<file path="config.mk">
export PLATFORM = sky130hd
export DESIGN_NAME = icc_conv_pipe
export DESIGN_NICKNAME = d
export VERILOG_FILES = /design/src/hdl/image_convolution_3x3_clamp_core_assert.svh /design/src/hdl/icc_pkg.sv /design/src/hdl/icc_conv_pipe.sv
export SDC_FILE = /design/constraint.sdc
export NUM_CORES = 2
export LEC_CHECK = 0
export BUFFER_PORTS_ARGS = -buffer_cell sky130_fd_sc_hd__buf_4
export CORE_UTILIZATION = 40
export DETAILED_ROUTE_END_ITERATION = 10
export PLACE_DENSITY = 0.55
export SLEW_MARGIN = 20
export SYNTH_ARGS = -nofsm -noshare
export SYNTH_HDL_FRONTEND = slang
export SYNTH_SLANG_ARGS = --single-unit
</file>
<file path="constraint.sdc">
create_clock -name clk_i -period 14.04 [get_ports clk_i]
set_input_delay 1.404 -clock clk_i [delete_from_list [all_inputs] [get_ports clk_i]]
set_output_delay 1.404 -clock clk_i [all_outputs]
set_load 0.05 [all_outputs]
</file>
<file path="src/hdl/image_convolution_3x3_clamp_core_assert.svh">
// ----------------------------------------------------------------------------
// Assertion macros for the 3x3 convolution core
// Concurrent assertion wrappers clocked on clk_i and disabled during reset.
// ----------------------------------------------------------------------------
`ifndef IMAGE_CONVOLUTION_3X3_CLAMP_CORE_ASSERT_SVH
`define IMAGE_CONVOLUTION_3X3_CLAMP_CORE_ASSERT_SVH
`ifndef SYNTH
`define ICC_ASSERT_IMP(lbl, ante, cons, msg) \
  lbl: assert property (@(posedge clk_i) disable iff (!rst_ni) (ante) |-> (cons)) \
    else $error(msg);
`define ICC_ASSERT_NXT(lbl, ante, cons, msg) \
  lbl: assert property (@(posedge clk_i) disable iff (!rst_ni) (ante) |=> (cons)) \
    else $error(msg);
`else
`define ICC_ASSERT_IMP(lbl, ante, cons, msg)
`define ICC_ASSERT_NXT(lbl, ante, cons, msg)
`endif
`endif

</file>
<file path="src/hdl/icc_pkg.sv">
// ----------------------------------------------------------------------------
// icc_pkg
// Types and constants shared by the 3x3 convolution core.
// ----------------------------------------------------------------------------
`timescale 1ns / 1ps

package icc_pkg;

  localparam int KSize     = 3;
  localparam int PixW      = 8;
  localparam int CoefW     = 16;
  localparam int ProdW     = PixW + 1 + CoefW;   // unsigned pixel times signed Q8.8
  localparam int RowSumW   = ProdW + 2;          // three products
  localparam int SumW      = RowSumW + 2;        // three row sums
  localparam int FracW     = 8;
  localparam int RowW      = 12;
  localparam int ColOutW   = 10;
  localparam int WidthRegW = 11;
  localparam int HeightRegW = 12;
  localparam int CfgIdxW   = 3;
  localparam int CfgDataW  = 48;

  localparam logic [PixW-1:0]       PixMax        = 8'd255;
  localparam logic [WidthRegW-1:0]  WidthReset    = 11'd1024;
  localparam logic [HeightRegW-1:0] HeightReset   = 12'd1024;
  localparam logic [CfgDataW-1:0]   KernelTopReset = 48'd0;
  localparam logic [CfgDataW-1:0]   KernelMidReset = 48'd16777216;
  localparam logic [CfgDataW-1:0]   KernelBotReset = 48'd0;

  typedef enum logic [CfgIdxW-1:0] {
    CfgWidth   = 3'd0,
    CfgHeight  = 3'd1,
    CfgKernTop = 3'd2,
    CfgKernMid = 3'd3,
    CfgKernBot = 3'd4
  } cfg_idx_e;

  typedef struct packed {
    logic [PixW-1:0] pixel_in;
    logic            frame_start;
  } pix_in_t;

  typedef struct packed {
    logic [PixW-1:0]    pixel_out;
    logic [RowW-1:0]    out_row;
    logic [ColOutW-1:0] out_col;
    logic               frame_end;
  } pix_out_t;

  // Window taps indexed [row][column], column 0 being the leftmost.
  typedef logic [KSize-1:0][KSize-1:0][PixW-1:0] taps_t;
  // One 48-bit packed coefficient row per kernel row.
  typedef logic [KSize-1:0][CfgDataW-1:0] kernel_t;

endpackage

</file>
<file path="src/hdl/icc_conv_pipe.sv">
// ----------------------------------------------------------------------------
// icc_conv_pipe
// Three-stage multiply, sum and clamp pipeline for one 3x3 window.
// ----------------------------------------------------------------------------
`timescale 1ns / 1ps

module icc_conv_pipe (
  input  logic               clk_i,
  input  logic               rst_ni,
  input  logic               in_valid_i,
  output logic               in_ready_o,
  input  icc_pkg::taps_t     taps_i,
  input  icc_pkg::kernel_t   kernel_i,
  input  icc_pkg::pix_out_t  meta_i,
  output logic               out_valid_o,
  input  logic               out_ready_i,
  output icc_pkg::pix_out_t  out_data_o
);

  localparam int K = icc_pkg::KSize;

  logic signed [icc_pkg::ProdW-1:0]   prod_d [K][K];
  logic signed [icc_pkg::ProdW-1:0]   prod_q [K][K];
  logic signed [icc_pkg::RowSumW-1:0] rsum_d [K];
  logic signed [icc_pkg::RowSumW-1:0] rsum_q [K];
  logic signed [icc_pkg::SumW-1:0]    total;
  logic [icc_pkg::PixW-1:0]           clamped;

  icc_pkg::pix_out_t meta_a_q, meta_b_q, out_q;
  logic valid_a_q, valid_b_q, valid_c_q;
  logic en_a, en_b, en_c;

  // Each stage moves on when it is empty or its successor moves on.
  assign en_c       = !valid_c_q || out_ready_i;
  assign en_b       = !valid_b_q || en_c;
  assign en_a       = !valid_a_q || en_b;
  assign in_ready_o = en_a;

  always_comb begin
    for (int r = 0; r < K; r++) begin
      for (int c = 0; c < K; c++) begin
        prod_d[r][c] = $signed({1'b0, taps_i[r][c]})
                     * $signed(kernel_i[r][icc_pkg::CoefW*c +: icc_pkg::CoefW]);
      end
    end
  end

  always_comb begin
    for (int r = 0; r < K; r++) begin
      rsum_d[r] = icc_pkg::RowSumW'(prod_q[r][0]) + icc_pkg::RowSumW'(prod_q[r][1])
                + icc_pkg::RowSumW'(prod_q[r][2]);
    end
  end

  // Negative sums give black; otherwise drop the fraction and saturate.
  always_comb begin
    total = icc_pkg::SumW'(rsum_q[0]) + icc_pkg::SumW'(rsum_q[1])
          + icc_pkg::SumW'(rsum_q[2]);
    if (total[icc_pkg::SumW-1]) begin
      clamped = '0;
    end else if (|total[icc_pkg::SumW-2:icc_pkg::FracW+icc_pkg::PixW]) begin
      clamped = icc_pkg::PixMax;
    end else begin
      clamped = total[icc_pkg::FracW +: icc_pkg::PixW];
    end
  end

  always_ff @(posedge clk_i or negedge rst_ni) begin
    if (!rst_ni) begin
      valid_a_q <= 1'b0;
      valid_b_q <= 1'b0;
      valid_c_q <= 1'b0;
    end else begin
      if (en_a) valid_a_q <= in_valid_i;
      if (en_b) valid_b_q <= valid_a_q;
      if (en_c) valid_c_q <= valid_b_q;
    end
  end

  always_ff @(posedge clk_i) begin
    if (en_a) begin
      prod_q   <= prod_d;
      meta_a_q <= meta_i;
    end
    if (en_b) begin
      rsum_q   <= rsum_d;
      meta_b_q <= meta_a_q;
    end
    if (en_c) begin
      out_q           <= meta_b_q;
      out_q.pixel_out <= clamped;
    end
  end

  assign out_valid_o = valid_c_q;
  assign out_data_o  = out_q;

endmodule
</file>
==> key figures <==
Timing
  – Worst-margin pin slew: about 1.0 ns
  – Tcrit/Tclk final: 0.443
  – Final Setup Violations: 0
  – RSZ-0062 raised after global routing: no
  – Max Clock Skew: about 0.019 ns
  – Final hold violation count: 0
  – Max Clk Rate: 161 MHz
  – Minimum clock period: 6.21 ns
  – Fin. max-slew vios: 0
  – Setup TNS: 0 ns
  – Max-slew headroom: 0.315

Global route
  – Antenna violations before repair: 10
  – Remaining global-route overflow: 0
  – Vias in the first global route: 41800
  – Pin count of the biggest net entering global routing: 83
  – Global Route Usage Sum: 0.184
  – Wire length of the first global-routing pass: ~220 mm

Synthesis
  – Yosys top cell by area: fa_1
  – Avg Cell Area, Syn: 9.95 um^2
  – Post-synth ARST share: 0.00777
  – Top post-synthesis cells by area: fa_1 35%, edfxtp_1 19%, ha_1 12%, inv_1 8.9%, and2_1 6.7%
  – Netlist Area Pre-Place: 59100 um^2
  – Number of synthesized flops with an enable pin: 383
  – Post-Syn Instances: roughly 6000
  – Most common cell in the netlist: inv_1
  – Synth Register Bits: between 300 and 400
  – Yosys cell types: 74
  – Top_reg_cell synth: edfxtp_1
  – Sequential share of the synthesized area: 0.196
  – Synth top area share: 0.346
  – Ys Warns: 0
  – Leading cell types by count after synthesis: 1401 x inv_1, 1022 x fa_1, 637 x and2_1
  – Syn Nets: 7766

Placement
  – IO Port Bufs: 275
  – Placed cells: 8058
  – Detailed Place HPWL: 110 mm
  – Placed Area: roughly 63000 um^2
  – GP Congestion: 0.836

Detailed routing
  – Post-Route WL: 132 mm
  – DRT iter0 DRCs: 1898
  – Via count: 39800
  – DR vias/cell: 4.88
  – Post-route ant nets: 0
  – Number of iterations in the first detailed-routing pass: 6
  – DRC Markers: 0
  – WL/cell: 16.2 um

Worst setup path
  – Worst Path Arrival: around 6.5 ns
  – CP max FO: 16
  – Crit. End Element: flip-flop
  – Crit Path Class: in -> reg
  – Critical path data required time: 14.35 ns
  – Startpoint types: input pin

Cells and area
  – Final instance area: 64800 um^2
  – Layout area overhead: 9.58%
  – Layout Cells excl Fill: 8147
  – Final core utilization: 0.443
  – Share of layout cells above drive strength 1: 0.0617
  – Net count, final: 8012

CTS
  – CTS resizes: 0
  – CTS Hold Bufs: 0
  – TritonCTS clock tree: yes
  – H-tree depth: 2
  – Buffer count from post-CTS setup fixing: 0
  – CTS max path bufs: 3
  – Number of buffers created by CTS: 43
  – Worst-skew pair later-pin latency: 0.60 ns
  – Clock transition at the registers of the reported paths: 0.07 ns
  – Sinks on Clock Net: 386
  – Root Buffer: clkbuf_16

Floorplanning
  – DIE WIDTH: 386 um
  – Core area: 146000 um^2
  – Starting density of the core: 0.405
  – Std cell rows: 140
  – # IOs: 284
  – Die Span Y: around 390 um
  – Die area: 149000 um^2

Power and ir drop
  – Pwr/cell area: approximately 260 nW/um^2
  – Leakage: 32.2 nW
  – Peak VDD IR: between 0.15 and 0.2 mV

Run status
  – Status: completed

Flow run
  – Max Cap Violations: 0

Hold path
  – Hold Path Class: reg -> reg
## flip-flops by register name (all words and copies together), names as in the netlist
name / flops
meta_a_q: 23
out_data_o: 31
rsum_q: 81
out_valid_o: 1
prod_q: 225
valid_a_q: 1
valid_b_q: 1
meta_b_q: 23
## kinds of logic after synthesis
| kind of cell | Yosys count | share of synthesized area |
|---|---|---|
| simple gates | 1652 | 0.142 |
| fa+ha+maj | 1574 | 0.463 |
| buf+inv | 1484 | 0.0943 |
| compound gates | 574 | 0.0644 |
| flops | 386 | 0.196 |
| xor+xnor | 270 | 0.0400 |
| mux | 1 | 0.000169 |
## area by class of cell
| cell class | instances | area (um^2) |
|---|---|---|
| Inverter | 1401 | 5260 |
| Antenna cell | 9 | 22.5 |
| Tap cell | 1917 | 2400 |
| Clock inverter | 31 | 305 |
| Multi-Input combinational cell | 4071 | 42000 |
| Sequential cell | 386 | 11600 |
| Timing Repair Buffer | 284 | 2150 |
| Clock buffer | 48 | 1090 |
| Fill cell | 14200 | 81300 |
## power breakdown
| part | switching [mW] | leakage, nW | total (mW) | internal (mW) |
|---|---|---|---|---|
| Combinational | 7.32 | 27.6 | 12.6 | 5.27 |
| Sequential | 0.350 | 3.96 | 2.87 | 2.52 |
| Clock | 0.516 | 0.667 | 1.13 | 0.617 |
## cell usage in the layout (no fill, tap or decap), types with 6 or more instances in the layout
master      count
inv_1        1401
fa_1         1022
and2_1        637
nand2_1       630
ha_1          552
edfxtp_1      383
buf_4         283
a21oi_1       198
xnor2_1       193
nor2_1        103
xor2_1         77
o21ai_0        71
a21o_1         68
nor3_1         59
nand3_1        52
clkbuf_16      43
and3_1         33
o21bai_1       32
nand2b_1       31
o21a_1         30
or3_1          30
nor2b_1        28
a211oi_1       26
a211o_1        19
o211ai_1       19
a31oi_1        17
nand4_1        13
diode_2         9
a31o_2          9
nor4_1          8
or2_2           8
o31ai_1         7
a41o_1          6
a41oi_1         6
o31a_1          6
clkinvlp_4      6
## metal layers
metal  global-route usage  vias up  wire (um)
li1                     -    18900          -
met4               0.0331        2       1960
met1                0.256    20100      61200
met2                0.313      599      64500
met3               0.0191      104       4700
met5                    0        -         13
## final timing paths
path | to | startpoint | slack, ns | cells past startpoint
min in group asynchronous | valid_b_q | rst_ni | 0.59 | 1
max in group asynchronous | out_valid_o | rst_ni | 13.35 | 1
min reg2reg | meta_b_q[6] | meta_a_q[6] | 0.42 | 0
min | meta_b_q[6] | meta_a_q[6] | 0.42 | 0
max | prod_q[124] | taps_i[32] | 7.83 | 20
max reg2reg | out_data_o[27] | rsum_q[15] | 9.68 | 11
## critical path, cell delays in order
cell and delay (ns):
buf_4 0.20, nand2_1 0.11, fa_1 0.55, inv_1 0.05, ha_1 0.27, ha_1 0.27
inv_1 0.05, fa_1 0.48, inv_1 0.05, ha_1 0.22, fa_1 0.49, a211o_1 0.34
a21oi_1 0.20, o21ai_0 0.16, a41oi_1 0.31, a21oi_1 0.19, a41o_1 0.29, o41ai_1 0.51
mux2i_1 0.25, nand4_1 0.14
## stage by stage
stage,worst slack (ns),hold WS (ns),total power [mW]
global placement,7.24,0.401,15.4
floorplan,2.17,0.400,12.1
global route,7.57,0.425,18.4
CTS,7.84,0.420,16.8
finish,7.83,0.419,16.6
detailed placement,7.19,0.405,15.5
Note: power is estimated with default switching activity, not from simulation.
